<file path="src/hdl/ppor_pkg.sv">
`timescale 1ns / 1ps
// Types, constants and lookup functions shared by the coordinate rank/unrank pipeline.
package ppor_pkg;

    localparam int PIECES      = 6;
    localparam int VAL_W       = 29;
    localparam int MAGIC_SHIFT = 33;

    localparam logic REQ_RANK   = 1'b0;
    localparam logic REQ_UNRANK = 1'b1;

    // Configuration register indexes.
    localparam logic [1:0] CFG_PIECE_COUNT = 2'd0;
    localparam logic [1:0] CFG_ORIENT      = 2'd1;
    localparam logic [1:0] CFG_LARGE       = 2'd2;

    typedef struct packed {
        logic                   req_type;
        logic [VAL_W-1:0]       index_in;
        logic [5:0]             in_piece_0;
        logic [5:0]             in_piece_1;
        logic [5:0]             in_piece_2;
        logic [5:0]             in_piece_3;
        logic [5:0]             in_piece_4;
        logic [5:0]             in_piece_5;
    } req_t;

    typedef struct packed {
        logic [VAL_W-1:0]       index_out;
        logic [5:0]             out_piece_0;
        logic [5:0]             out_piece_1;
        logic [5:0]             out_piece_2;
        logic [5:0]             out_piece_3;
        logic [5:0]             out_piece_4;
        logic [5:0]             out_piece_5;
        logic                   error;
    } rsp_t;

    // Effective configuration after clamping.
    typedef struct packed {
        logic [2:0]             n;
        logic [1:0]             c;
        logic [3:0]             npos;
        logic [VAL_W-1:0]       space;
    } cfg_t;

    // Item state carried down the pipeline.
    typedef struct packed {
        logic                   unrank;
        logic                   err;
        logic [VAL_W-1:0]       val;
        logic [VAL_W-1:0]       rank_idx;
        logic [PIECES-1:0][1:0] ori;
        logic [PIECES-1:0][3:0] dig;
        logic [11:0]            used;
    } work_t;

    // Lehmer digit weight: product of (N - j) for j below i.
    function automatic logic [16:0] lehmer_weight(input logic big, input logic [2:0] i);
        logic [16:0] w;
        w = 17'd1;
        if (big) begin
            case (i)
                3'd1:    w = 17'd12;
                3'd2:    w = 17'd132;
                3'd3:    w = 17'd1320;
                3'd4:    w = 17'd11880;
                3'd5:    w = 17'd95040;
                default: w = 17'd1;
            endcase
        end else begin
            case (i)
                3'd1:    w = 17'd8;
                3'd2:    w = 17'd56;
                3'd3:    w = 17'd336;
                3'd4:    w = 17'd1680;
                3'd5:    w = 17'd6720;
                default: w = 17'd1;
            endcase
        end
        return w;
    endfunction

    // N! / (N - n)! for n in 1..6.
    function automatic logic [19:0] perm_space(input logic big, input logic [2:0] n);
        logic [19:0] s;
        s = 20'd1;
        if (big) begin
            case (n)
                3'd1:    s = 20'd12;
                3'd2:    s = 20'd132;
                3'd3:    s = 20'd1320;
                3'd4:    s = 20'd11880;
                3'd5:    s = 20'd95040;
                3'd6:    s = 20'd665280;
                default: s = 20'd1;
            endcase
        end else begin
            case (n)
                3'd1:    s = 20'd8;
                3'd2:    s = 20'd56;
                3'd3:    s = 20'd336;
                3'd4:    s = 20'd1680;
                3'd5:    s = 20'd6720;
                3'd6:    s = 20'd20160;
                default: s = 20'd1;
            endcase
        end
        return s;
    endfunction

    // c to the power k, c is 2 or 3, k in 0..6.
    function automatic logic [9:0] ori_pow(input logic [1:0] c, input logic [2:0] k);
        logic [9:0] p;
        p = 10'd1;
        if (c == 2'd3) begin
            case (k)
                3'd1:    p = 10'd3;
                3'd2:    p = 10'd9;
                3'd3:    p = 10'd27;
                3'd4:    p = 10'd81;
                3'd5:    p = 10'd243;
                3'd6:    p = 10'd729;
                default: p = 10'd1;
            endcase
        end else begin
            p = 10'(10'd1 << k);
        end
        return p;
    endfunction

    // ceil(2^33 / d): exact quotient for any 29-bit dividend, d in 3..12.
    function automatic logic [31:0] div_magic(input logic [3:0] d);
        logic [31:0] m;
        case (d)
            4'd3:    m = 32'd2863311531;
            4'd4:    m = 32'd2147483648;
            4'd5:    m = 32'd1717986919;
            4'd6:    m = 32'd1431655766;
            4'd7:    m = 32'd1227133514;
            4'd8:    m = 32'd1073741824;
            4'd9:    m = 32'd954437177;
            4'd10:   m = 32'd858993460;
            4'd11:   m = 32'd780903145;
            4'd12:   m = 32'd715827883;
            default: m = 32'd0;
        endcase
        return m;
    endfunction

endpackage

</file>
<file path="src/hdl/ppor_select.sv">
`timescale 1ns / 1ps
// One pipeline stage that turns a Lehmer digit into the matching free position.
module ppor_select #(
    parameter int STEP = 0
) (
    input  logic             aclk,
    input  logic             aresetn,
    input  logic             en,
    input  logic             in_valid,
    input  ppor_pkg::work_t  in_work,
    input  ppor_pkg::cfg_t   cfg,
    output logic             out_valid,
    output ppor_pkg::work_t  out_work
);
    import ppor_pkg::*;

    localparam logic [2:0] SUB = 3'(STEP);

    logic [11:0] hit;
    logic [11:0] lowmask;
    logic [3:0]  pos;
    work_t       next;
    logic        valid_reg;
    work_t       work_reg;

    always_comb begin
        hit     = '0;
        lowmask = '0;
        pos     = '0;
        for (int p = 0; p < 12; p++) begin
            lowmask = 12'((13'd1 << p) - 13'd1);
            hit[p]  = !in_work.used[p] && (4'(p) < cfg.npos)
                      && (4'($countones(~in_work.used & lowmask)) == in_work.dig[SUB]);
        end
        for (int p = 0; p < 12; p++) begin
            if (hit[p]) begin
                pos = 4'(p);
            end
        end
        next = in_work;
        if (in_work.unrank && (SUB < cfg.n)) begin
            next.dig[SUB] = pos;
            next.used     = in_work.used | hit;
        end
    end

    always_ff @(posedge aclk) begin
        if (!aresetn) begin
            valid_reg <= 1'b0;
        end else if (en) begin
            valid_reg <= in_valid;
        end
    end

    always_ff @(posedge aclk) begin
        if (en) begin
            work_reg <= next;
        end
    end

    assign out_valid = valid_reg;
    assign out_work  = work_reg;

endmodule

</file>
<file path="config.mk">
export PLATFORM = sky130hd
export DESIGN_NAME = ppor_select
export DESIGN_NICKNAME = d
export VERILOG_FILES = /design/src/hdl/ppor_pkg.sv /design/src/hdl/ppor_select.sv
export SDC_FILE = /design/constraint.sdc
export NUM_CORES = 1
export LEC_CHECK = 0
export BUFFER_PORTS_ARGS = -buffer_cell sky130_fd_sc_hd__buf_2
export CAP_MARGIN = 15
export CORE_UTILIZATION = 30
export DETAILED_ROUTE_END_ITERATION = 16
export PLACE_DENSITY = 0.57
export SYNTH_ARGS = -nofsm -noshare
export SYNTH_HDL_FRONTEND = slang
export SYNTH_SLANG_ARGS = --single-unit
</file>
<file path="constraint.sdc">
create_clock -name aclk -period 5.17 [get_ports aclk]
set_input_delay 0.7755 -clock aclk [delete_from_list [all_inputs] [get_ports aclk]]
set_output_delay 0.7755 -clock aclk [all_outputs]
set_load 0.005 [all_outputs]
</file>
-- Word level (Yosys, flattened, before mapping)
Index checks and enable logic that the tools add are counted.
- word-level logic and storage cells: 111
- output and inout port bits: 109
- flip-flop bits (word level): 109
- input bits: 150
- add/sub/neg operators: 17
- bitwise logic cells: 2
- order comparisons: 13
- equality and inequality tests: 11
- muxes and demuxes: 12
- reductions and logical operators: 38
- operator list (cell ; count):
    equality test 4 bit ; 10
    logical AND 1 bit ; 25
    adder 4 x 1 -> 4 bit ; 4
    < comparator 3 x 4 -> 1 bit, first input constant ; 4
    < comparator 4 bit, first input constant ; 4
    two-way mux 16 bit ; 1
    two-way mux 4 bit ; 4
    adder 4 bit ; 3
    logical NOT 1 bit ; 12
    two-way mux 3 bit ; 4
    OR 12 bit ; 1
    inverter 11 bit ; 1
    adder 1 x 1 -> 2 bit ; 5
    < comparator 1 x 4 -> 1 bit, first input constant ; 2
    < comparator 2 x 4 -> 1 bit, first input constant ; 2
    adder 2 x 2 -> 3 bit ; 2
    adder 3 x 3 -> 4 bit ; 1
    adder 4 x 2 -> 4 bit ; 1
    equality test 1 x 4 -> 1 bit ; 1
    logical NOT 4 bit ; 1
    two-way mux 2 bit ; 2
    adder 2 x 1 -> 3 bit ; 1
    < comparator 1 x 3 -> 1 bit, first input constant ; 1
    two-way mux 1 bit ; 1

-- Depth between registers and ports, before layout
Gate-level depths: netlist (run 1).
- depth after elaboration: 15
- mapped depth: 16
- mapped depth without buffers: 16

-- Least setup slack after synthesis (run 1)
No wires, ideal clock.
- kind: input-to-reg
- start: in in_work[0] (netlist name)
- end: reg work_reg, in the netlist out_work[14] (data pin)
- setup slack: 0.823 ns
- arrival time: 4.090 ns
- path buffers: 0
- data required time: 4.913 ns
- setup time: 0.257 ns
- stages on the path: 16
- path through: inv_1 ha_1 inv_1 fa_1 inv_1 ha_1 xor2_1 ha_1 inv_1 fa_1 xnor2_1 nor3_1 nand4b_1 o221ai_1 a21oi_1 a32o_1
- RTL lines (what ; RTL line ; text):
    start: declaration ; ppor_select.sv:10 ; input ppor_pkg::work_t in_work,
    end signal: assignment ; ppor_select.sv:57 ; work_reg <= next;
    end: declaration ; ppor_select.sv:24 ; work_t work_reg;

==> impl_metrics.py, run 1 <==
metrics = {
    "finish": {
        "area_growth_pct": 35.2,
        "seqCellArea_um2": 3260,
        "insertedDiodeCount": 0,
        "fill_cells": 1504,
        "final_layout_size_suffix_gt1_share_pct": 46.1,
        "multiInputGateArea_um2": 1420,
        "finalNetCount": 720,
        "final_core_utilization_pct": 41.3,
    },
    "synthesis": {
        "synth_largest_area_cell": "sky130_fd_sc_hd__edfxtp_1",
        "yosysWarnings": 0,
        "synth_simple_gate_area_share_pct": 5.20,
        "synth_top_family_by_area": "adder cells",
        "number_of_enable_flip_flop_cells_after_synthesis": 108,
        "synthFlopType": "sky130_fd_sc_hd__edfxtp_1",
        "synth_fp_nets": 489,
        "synth_mux_area_share_pct": 0.207,
        "ys_seq_area_share_pct": 67.5,
        "yosys.area_share.adder_pct": 9.16,
        "yosys-top-cells-area": "sky130_fd_sc_hd__edfxtp_1 67%, sky130_fd_sc_hd__ha_1 5.4%, sky130_fd_sc_hd__fa_1 3.7%",
        "synth.lib_cells_used.distinct": 52,
        "number_of_instances_in_the_synthesized_netlist": 309,
        "yosysTopAreaCellShare_pct": 67.0,
        "yosys.area_share.xor_xnor_pct": 8.33,
        "ys_ff_latch": 109,
        "mean_area_per_synthesized_cell_um2": 15.7,
        "post_synth_instance_area_um2": 4840,
        "async_reset_ff_share_pct": 0,
        "synth-compound-area-share_pct": 6.49,
    },
    "cts": {
        "htree_levels": 3,
        "cts-root-to-sink-buffers": 2,
        "cts_tree": "done",
        "clk_pin_slew_worst_paths_ps": 80,
        "total_clock_buffers_created_by_cts": 9,
        "postCtsSetupBuffers": 0,
        "tritoncts_num_sinks": 109,
        "cts_hold_repair.buffers": 0,
        "gates_resized_cts_repair": 0,
        "clock_latency_reported_for_the_late_side_of_the_worst_skew_pair_ps": 340,
        "cts_root_buf": "sky130_fd_sc_hd__clkbuf_16",
    },
    "timing": {
        "layout_worst_path_cycle_share_pct": 88.4,
        "timing.fmax_mhz": 219,
        "final.setup.worst_slack_ps": 600,
        "worst_pin_slew_ps": 862,
        "timing_hold_violations_final": 0,
        "slew-limit-headroom_pct": 42.2,
        "finalSetupViolations": 0,
        "fin_crit_period_ps": 4570,
        "clock-skew-final_ps": 0,
        "setup_tns_ps": 0,
        "timing.final.max_slew_violations": 0,
        "grt_setup_unrepaired": "no",
    },
    "route": {
        "number_of_nets_still_failing_antenna_checks_after_routing": 0,
        "num_vias": 3459,
        "wirelength_um": 12900,
        "count_of_unresolved_drc_violations_after_routing": 0,
        "drt_first_iter_violations": 217,
        "drt_first_pass_iters": 4,
        "detail_route.vias_per_cell": 4.55,
        "wire_per_inst_um": 17.0,
    },
    "power_and_ir_drop": {
        "design_power_total_mw": 2.27,
        "cellPowerDensity_nw_per_um2": 347,
        "ir_drop_v": 0.000146,
        "power.leakage_nw": 2.84,
    },
    "grt": {
        "first_global_vias": 3286,
        "number_of_antenna_violations_at_the_first_check_in_global_routing": 2,
        "gr-usage-all-layers_pct": 15.0,
        "overflow": 0,
        "grt_start_max_net_pins": 69,
        "grt_first_pass_wirelength_um": 18500,
    },
    "placed_design": {
        "preCtsSetupSlack_ps": 258,
        "globalplace.congestion": 0.829,
        "place.port_buffers": 227,
        "hpwl_um": 10200,
    },
    "outcome": {
        "status": "finished, final reports clean",
    },
    "floorplan": {
        "initial_core_util_pct": 30.6,
        "total_i_o_pin_count": 259,
        "die_h_um": 129,
        "placeableCoreArea_um2": 15800,
        "die_w_um": 129,
        "std_cell_rows": 46,
        "floorplan.die_area_um2": 16600,
    },
    "worst_setup_path": {
        "cp.arrival_ps": 4670,
        "timing.critical_path.from_type": "input pin",
        "critPathMaxFanout": 6,
        "worst_ep_required_time_ps": 5270,
        "worstSetupPathType": "in2reg",
        "timing.critical_path.to_type": "register",
    },
    "job": {
        "max_cap_viol_count": 0,
    },
    "worst_hold_path": {
        "min-delay-path-class": "reg2reg",
    },
}
==> placed cells by master (no fill, tap or decap), drive strengths merged, types with 2 or more instances in the layout <==
cell | netlist | final
edfxtp | 108 | 108
ha | 21 | 21
nor4 | 6 | 6
buf | 5 | 228
xnor3 | 2 | 2
clkbuf | 3 | 10
clkinv | 0 | 3
nand3 | 2 | 2
nor2 | 7 | 7
inv | 31 | 32
a21o | 5 | 5
nand4 | 2 | 2
o221ai | 2 | 2
o21ai | 8 | 8
nand4b | 2 | 2
nor2b | 3 | 3
a21oi | 13 | 13
fa | 9 | 9
xor2 | 18 | 18
o311ai | 2 | 2
nand2 | 12 | 12
xnor2 | 21 | 21
nor3 | 5 | 5
==> final timing paths <==
path	from	endpoint	slack (ps)	depth (start not counted)
worst max-delay path	in_work[0]	out_work[14]$_DFFE_PP_	600	17
worst min-delay path	out_valid$_SDFFE_PN0P_	out_valid$_SDFFE_PN0P_	530	2
worst max register to register	out_valid$_SDFFE_PN0P_	out_valid$_SDFFE_PN0P_	4580	2
worst min register to register	out_valid$_SDFFE_PN0P_	out_valid$_SDFFE_PN0P_	530	2
==> kinds of logic after synthesis <==
kind of cell,count (synthesis)
mux,1
compound gates,44
buf+inv,39
fa+ha+maj,30
simple gates,45
xor+xnor,41
flops,109
==> worst max-delay path, stage by stage <==
cell and delay (ps):
sky130_fd_sc_hd__buf_2 100, sky130_fd_sc_hd__inv_1 80, sky130_fd_sc_hd__ha_1 310, sky130_fd_sc_hd__inv_1 60, sky130_fd_sc_hd__fa_1 420, sky130_fd_sc_hd__inv_1 120
sky130_fd_sc_hd__ha_1 280, sky130_fd_sc_hd__xor2_1 210, sky130_fd_sc_hd__ha_1 470, sky130_fd_sc_hd__inv_1 110, sky130_fd_sc_hd__fa_1 490, sky130_fd_sc_hd__xnor2_1 140
sky130_fd_sc_hd__nor3_1 210, sky130_fd_sc_hd__nand4b_1 210, sky130_fd_sc_hd__o221ai_1 230, sky130_fd_sc_hd__a21oi_1 140, sky130_fd_sc_hd__a32o_1 300
==> final cells by class <==
| class | instances | area share (%) |
|---|---|---|
| Timing Repair Buffer | 228 | 17.5 |
| Tap cell | 216 | 4.13 |
| Inverter | 31 | 1.78 |
| Clock inverter | 6 | 1.26 |
| Multi-Input combinational cell | 161 | 21.7 |
| Clock buffer | 10 | 3.65 |
| Sequential cell | 109 | 49.9 |
==> state kept, by name, indices dropped and copies added, names as in the netlist <==
signal and cells:
out_work 108, out_valid 1
==> layer usage <==
metal,share of wire (%),wire length [um],global-route usage [%]
met1,37,4760,16.7
met2,52,6730,27.2
met3,9.1,1170,4.24
met4,1.7,213,5.19
met5,0.21,27,0
==> report_power, final <==
group | switching, mW | internal, mW
sequential | 0.0158 | 1.05
combinational | 0.261 | 0.225
clock | 0.317 | 0.398
total | 0.594 | 1.67
==> cell usage after synthesis (2+ instances only) <==
library cell / instances
sky130_fd_sc_hd__nand4b_1: 2
sky130_fd_sc_hd__buf_2: 2
sky130_fd_sc_hd__ha_1: 21
sky130_fd_sc_hd__nor3_1: 5
sky130_fd_sc_hd__nor4_1: 5
sky130_fd_sc_hd__xnor2_1: 20
sky130_fd_sc_hd__fa_1: 9
sky130_fd_sc_hd__a21o_1: 5
sky130_fd_sc_hd__nand3_1: 2
sky130_fd_sc_hd__xor2_1: 17
sky130_fd_sc_hd__nand2_1: 12
sky130_fd_sc_hd__buf_1: 2
sky130_fd_sc_hd__edfxtp_1: 108
sky130_fd_sc_hd__nor2b_1: 3
sky130_fd_sc_hd__a21oi_1: 13
sky130_fd_sc_hd__o221ai_1: 2
sky130_fd_sc_hd__clkbuf_1: 3
sky130_fd_sc_hd__nor2_1: 7
sky130_fd_sc_hd__inv_1: 31
sky130_fd_sc_hd__o21ai_0: 7
sky130_fd_sc_hd__nand4_1: 2
==> metrics by stage <==
step | instance area (um2) | instances | hold WS (ps)
after floorplan | 4840 | 309 | 507
after global placement | 6220 | 745 | 497
after detailed placement | 6220 | 745 | 529
after CTS | 6540 | 761 | 540
after global routing | 6540 | 761 | 553
final | 6540 | 761 | 532
No activity file was read; power rests on OpenSTA's default activity.
==> run 2, diff against run 1 <==
--- a/config.mk
+++ b/config.mk
@@ -5,8 +5,10 @@
 export SDC_FILE = /design/constraint.sdc
 export NUM_CORES = 1
 export LEC_CHECK = 0
+export ABC_AREA = 1
 export BUFFER_PORTS_ARGS = -buffer_cell sky130_fd_sc_hd__buf_2
 export CAP_MARGIN = 15
+export CORE_MARGIN = 4
 export CORE_UTILIZATION = 30
 export DETAILED_ROUTE_END_ITERATION = 16
 export PLACE_DENSITY = 0.57
==> run 2 against run 1 <==
  * Die area up 15%
  * Synthesized cell count is 38% higher
  * Via count grew 13%
  * Critical path type unchanged
  * Clock skew stayed put
  * First-iteration DRC count rose by 16%
  * Non-clock buffer count grew 1
  * Sequential share of layout area shrank 1.9 points
  * Core utilization fell by 0.45 points
  * Sequential power about the same
  * Area after synthesis rose by 5.3%
==> impl_metrics.py, run 2 <==
metrics = {
    "outcome": {
        "status": "finished, final reports clean",
    },
    "worst_setup_path": {
        "worst_path_buffer_plus_inverter_count": 5,
        "cp.arrival_ps": 4360,
        "worstSetupPathType": "in2reg",
        "crit-reg2reg-launch": "out_valid$_SDFFE_PN0P_",
        "worstSetupStartpoint": "in_work[0]",
        "critPathMaxFanout": 6,
        "timing.critical_path.from_type": "input pin",
        "crit_chain": "buf_2 > inv_1 > ha_1 > inv_1 > fa_1 > inv_1 > ha_1 > xor2_2 > ha_1 > inv_1 > fa_1 > xnor2_1 > a211oi_1 > nand3_1 > nor2_2 > nor2_1 > nand2_1 > nand2_1",
        "cp_slowest_cell": "sky130_fd_sc_hd__fa_1",
        "cp_common_cell": "sky130_fd_sc_hd__inv_1",
        "slowest_delay_ps": 490,
        "worst-path-stages": 18,
        "worst_ep_required_time_ps": 5270,
        "timing.critical_path.to_type": "register",
        "worst_path_dominant_cell_family": "adder cells",
        "timing.rr.end": "out_valid$_SDFFE_PN0P_",
        "r2r_cells": 2,
        "timing.reg2reg.setup_slack_ps": 4490,
        "critPathCapture": "out_work[12]$_DFFE_PP_",
    },
    "synthesis": {
        "ys_top_cells_by_count": "108 x sky130_fd_sc_hd__edfxtp_1, 86 x sky130_fd_sc_hd__nand2_1, 54 x sky130_fd_sc_hd__inv_1",
        "synth-compound-area-share_pct": 3.09,
        "async_reset_ff_share_pct": 0,
        "mean_area_per_synthesized_cell_um2": 12.0,
        "synthMostInstantiatedCell": "sky130_fd_sc_hd__edfxtp_1",
        "number_of_enable_flip_flop_cells_after_synthesis": 108,
        "synth_largest_area_cell": "sky130_fd_sc_hd__edfxtp_1",
        "synthFlopType": "sky130_fd_sc_hd__edfxtp_1",
        "yosysWarnings": 0,
        "synth.lib_cells_used.distinct": 33,
        "ys_ff_latch": 109,
        "number_of_instances_in_the_synthesized_netlist": 425,
        "yosys-top-cells-area": "sky130_fd_sc_hd__edfxtp_1 64%, sky130_fd_sc_hd__nand2_1 6.3%, sky130_fd_sc_hd__ha_1 5.2%",
        "yosysTopAreaCellShare_pct": 63.7,
        "synth_mux_area_share_pct": 0,
        "synth_simple_gate_area_share_pct": 15.4,
        "post_synth_instance_area_um2": 5090,
        "yosys.area_share.xor_xnor_pct": 3.73,
        "synth_fp_nets": 605,
        "synth_top_family_by_area": "simple AND/OR/NAND/NOR gates",
        "yosys.area_share.adder_pct": 8.69,
        "ys_seq_area_share_pct": 64.0,
    },
    "cts": {
        "tritoncts_num_sinks": 109,
        "clock_latency_reported_for_the_late_side_of_the_worst_skew_pair_ps": 330,
        "clk_pin_slew_worst_paths_ps": 70,
        "cts_hold_repair.buffers": 0,
        "total_clock_buffers_created_by_cts": 9,
        "cts-root-to-sink-buffers": 2,
        "cts_root_buf": "sky130_fd_sc_hd__clkbuf_16",
        "cts_tree": "done",
        "postCtsSetupBuffers": 0,
        "gates_resized_cts_repair": 0,
        "htree_levels": 3,
    },
    "floorplan": {
        "placeableCoreArea_um2": 16600,
        "initial_core_util_pct": 30.6,
        "total_i_o_pin_count": 259,
        "die_w_um": 138,
        "floorplan.die_area_um2": 19100,
        "std_cell_rows": 47,
        "die_h_um": 138,
    },
    "timing": {
        "worst_pin_slew_ps": 905,
        "timing.final.max_slew_violations": 0,
        "timing.fmax_mhz": 235,
        "clock-skew-final_ps": 0,
        "grt_setup_unrepaired": "no",
        "setup_tns_ps": 0,
        "layout_worst_path_cycle_share_pct": 82.5,
        "timing_hold_violations_final": 0,
        "finalSetupViolations": 0,
        "fin_crit_period_ps": 4260,
        "slew-limit-headroom_pct": 39.7,
    },
    "finish": {
        "insertedDiodeCount": 0,
        "final_layout_size_suffix_gt1_share_pct": 40.3,
        "final_area_um2": 6800,
        "mostFrequentLayoutCell": "sky130_fd_sc_hd__buf_2",
        "area_growth_pct": 33.5,
        "finalNetCount": 840,
        "final_cell_mix": "226 x sky130_fd_sc_hd__buf_2, 108 x sky130_fd_sc_hd__edfxtp_1, 86 x sky130_fd_sc_hd__nand2_1, 54 x sky130_fd_sc_hd__inv_1, 34 x sky130_fd_sc_hd__nand3_1",
        "largest_register_ff_count": 108,
    },
    "route": {
        "num_vias": 3920,
        "wire_per_inst_um": 16.1,
        "detail_route.vias_per_cell": 4.43,
        "wirelength_um": 14200,
        "drt_first_pass_iters": 4,
        "count_of_unresolved_drc_violations_after_routing": 0,
        "drt_first_iter_violations": 251,
        "number_of_nets_still_failing_antenna_checks_after_routing": 0,
    },
    "power_and_ir_drop": {
        "pwr-share-comb_pct": 22.3,
        "power.leakage_nw": 3.14,
        "p_int_mw": 1.65,
        "netSwitchingFraction_pct": 27.1,
        "p_switching_uw": 612,
        "clock_power_share_pct": 30.4,
        "reg_power_share_pct": 47.2,
        "cellPowerDensity_nw_per_um2": 332,
        "ir_drop_v": 0.000164,
    },
    "grt": {
        "grt_start_max_net_pins": 77,
        "first_global_vias": 3964,
        "overflow": 0,
        "number_of_antenna_violations_at_the_first_check_in_global_routing": 0,
        "gr-usage-all-layers_pct": 14.7,
        "grt_first_pass_wirelength_um": 22100,
    },
    "placed_design": {
        "place.port_buffers": 227,
        "hpwl_um": 11700,
        "placement.cell_area_um2": 6490,
        "globalplace.congestion": 0.904,
    },
    "worst_hold_path": {
        "min-delay-path-class": "reg2reg",
    },
    "job": {
        "max_cap_viol_count": 0,
    },
}
## run 2: cell types whose count changed after synthesis, moves of 8 or more
cell                      delta
sky130_fd_sc_hd__a21oi_1     -9
sky130_fd_sc_hd__nor2_1     +23
sky130_fd_sc_hd__nand2_2    +10
sky130_fd_sc_hd__inv_1      +23
sky130_fd_sc_hd__xor2_1      -8
sky130_fd_sc_hd__nand3_1    +32
sky130_fd_sc_hd__nand2_1    +74
sky130_fd_sc_hd__xnor2_1    -11
## run 2: worst min-delay path by stage
stage	from	endpoint	slack, ps	depth (start not counted)
after floorplan	out_valid$_SDFFE_PN0P_	out_valid$_SDFFE_PN0P_	520	2
after global placement	out_valid$_SDFFE_PN0P_	out_valid$_SDFFE_PN0P_	530	2
after detailed placement	out_valid$_SDFFE_PN0P_	out_valid$_SDFFE_PN0P_	550	2
after CTS	out_valid$_SDFFE_PN0P_	out_valid$_SDFFE_PN0P_	560	2
after global routing	in_work[103]	out_work[103]$_DFFE_PP_	580	1
final	out_valid$_SDFFE_PN0P_	out_valid$_SDFFE_PN0P_	550	2
## run 2: final cells by class
type                       instances  area, um2
tap                              220        275
multi-input combinational        252       1580
clock buffer                       9        225
fill                            1624       9840
sequential                       109       3260
inverter                          59        221
clock inverter                     7       86.3
timing repair buffer             229       1150
## run 2: per-stage QoR
step	setup slack, ps	instances	hold WS (ps)	total power [mW]	utilization [%]
5_1_grt	656	885	578	2.41	40.9
4_1_cts	897	885	558	2.30	40.9
3_3_place_gp	571	869	526	1.58	39.0
6_report	906	885	553	2.26	40.9
2_1_floorplan	991	425	525	1.39	-
3_5_place_dp	524	869	548	1.60	39.0
## run 2: cells by family after synthesis
kind of cell	Yosys count
AND/OR/NAND/NOR	178
AO/OA/AOI/OAI	24
XOR/XNOR	20
adder cells (fa/ha/maj)	30
flip-flops	109
buffers and inverters	64
## run 2: power by group through the flow
| stage | Sequential, mW | Clock, mW | Combinational (mW) |
|---|---|---|---|
| 6_report | 1.07 | 0.688 | 0.504 |
| 2_1_floorplan | 1.10 | 0 | 0.289 |
| 3_5_place_dp | 1.09 | 0 | 0.511 |
| 4_1_cts | 1.07 | 0.715 | 0.512 |
| 3_3_place_gp | 1.09 | 0 | 0.498 |
| 5_1_grt | 1.07 | 0.760 | 0.575 |
## run 2: worst register-to-register path: stages (launching register included)
cell and delay, ps:
sky130_fd_sc_hd__dfxtp_1 310, sky130_fd_sc_hd__o21ai_0 150, sky130_fd_sc_hd__a21oi_1 70
## run 2: per-layer routing
| metal | GRT usage, % | routed length, um |
|---|---|---|
| met1 | 17.1 | 5740 |
| met5 | 0 | 0 |
| met2 | 26.5 | 7410 |
| met4 | 3.74 | 155 |
| met3 | 4.42 | 938 |
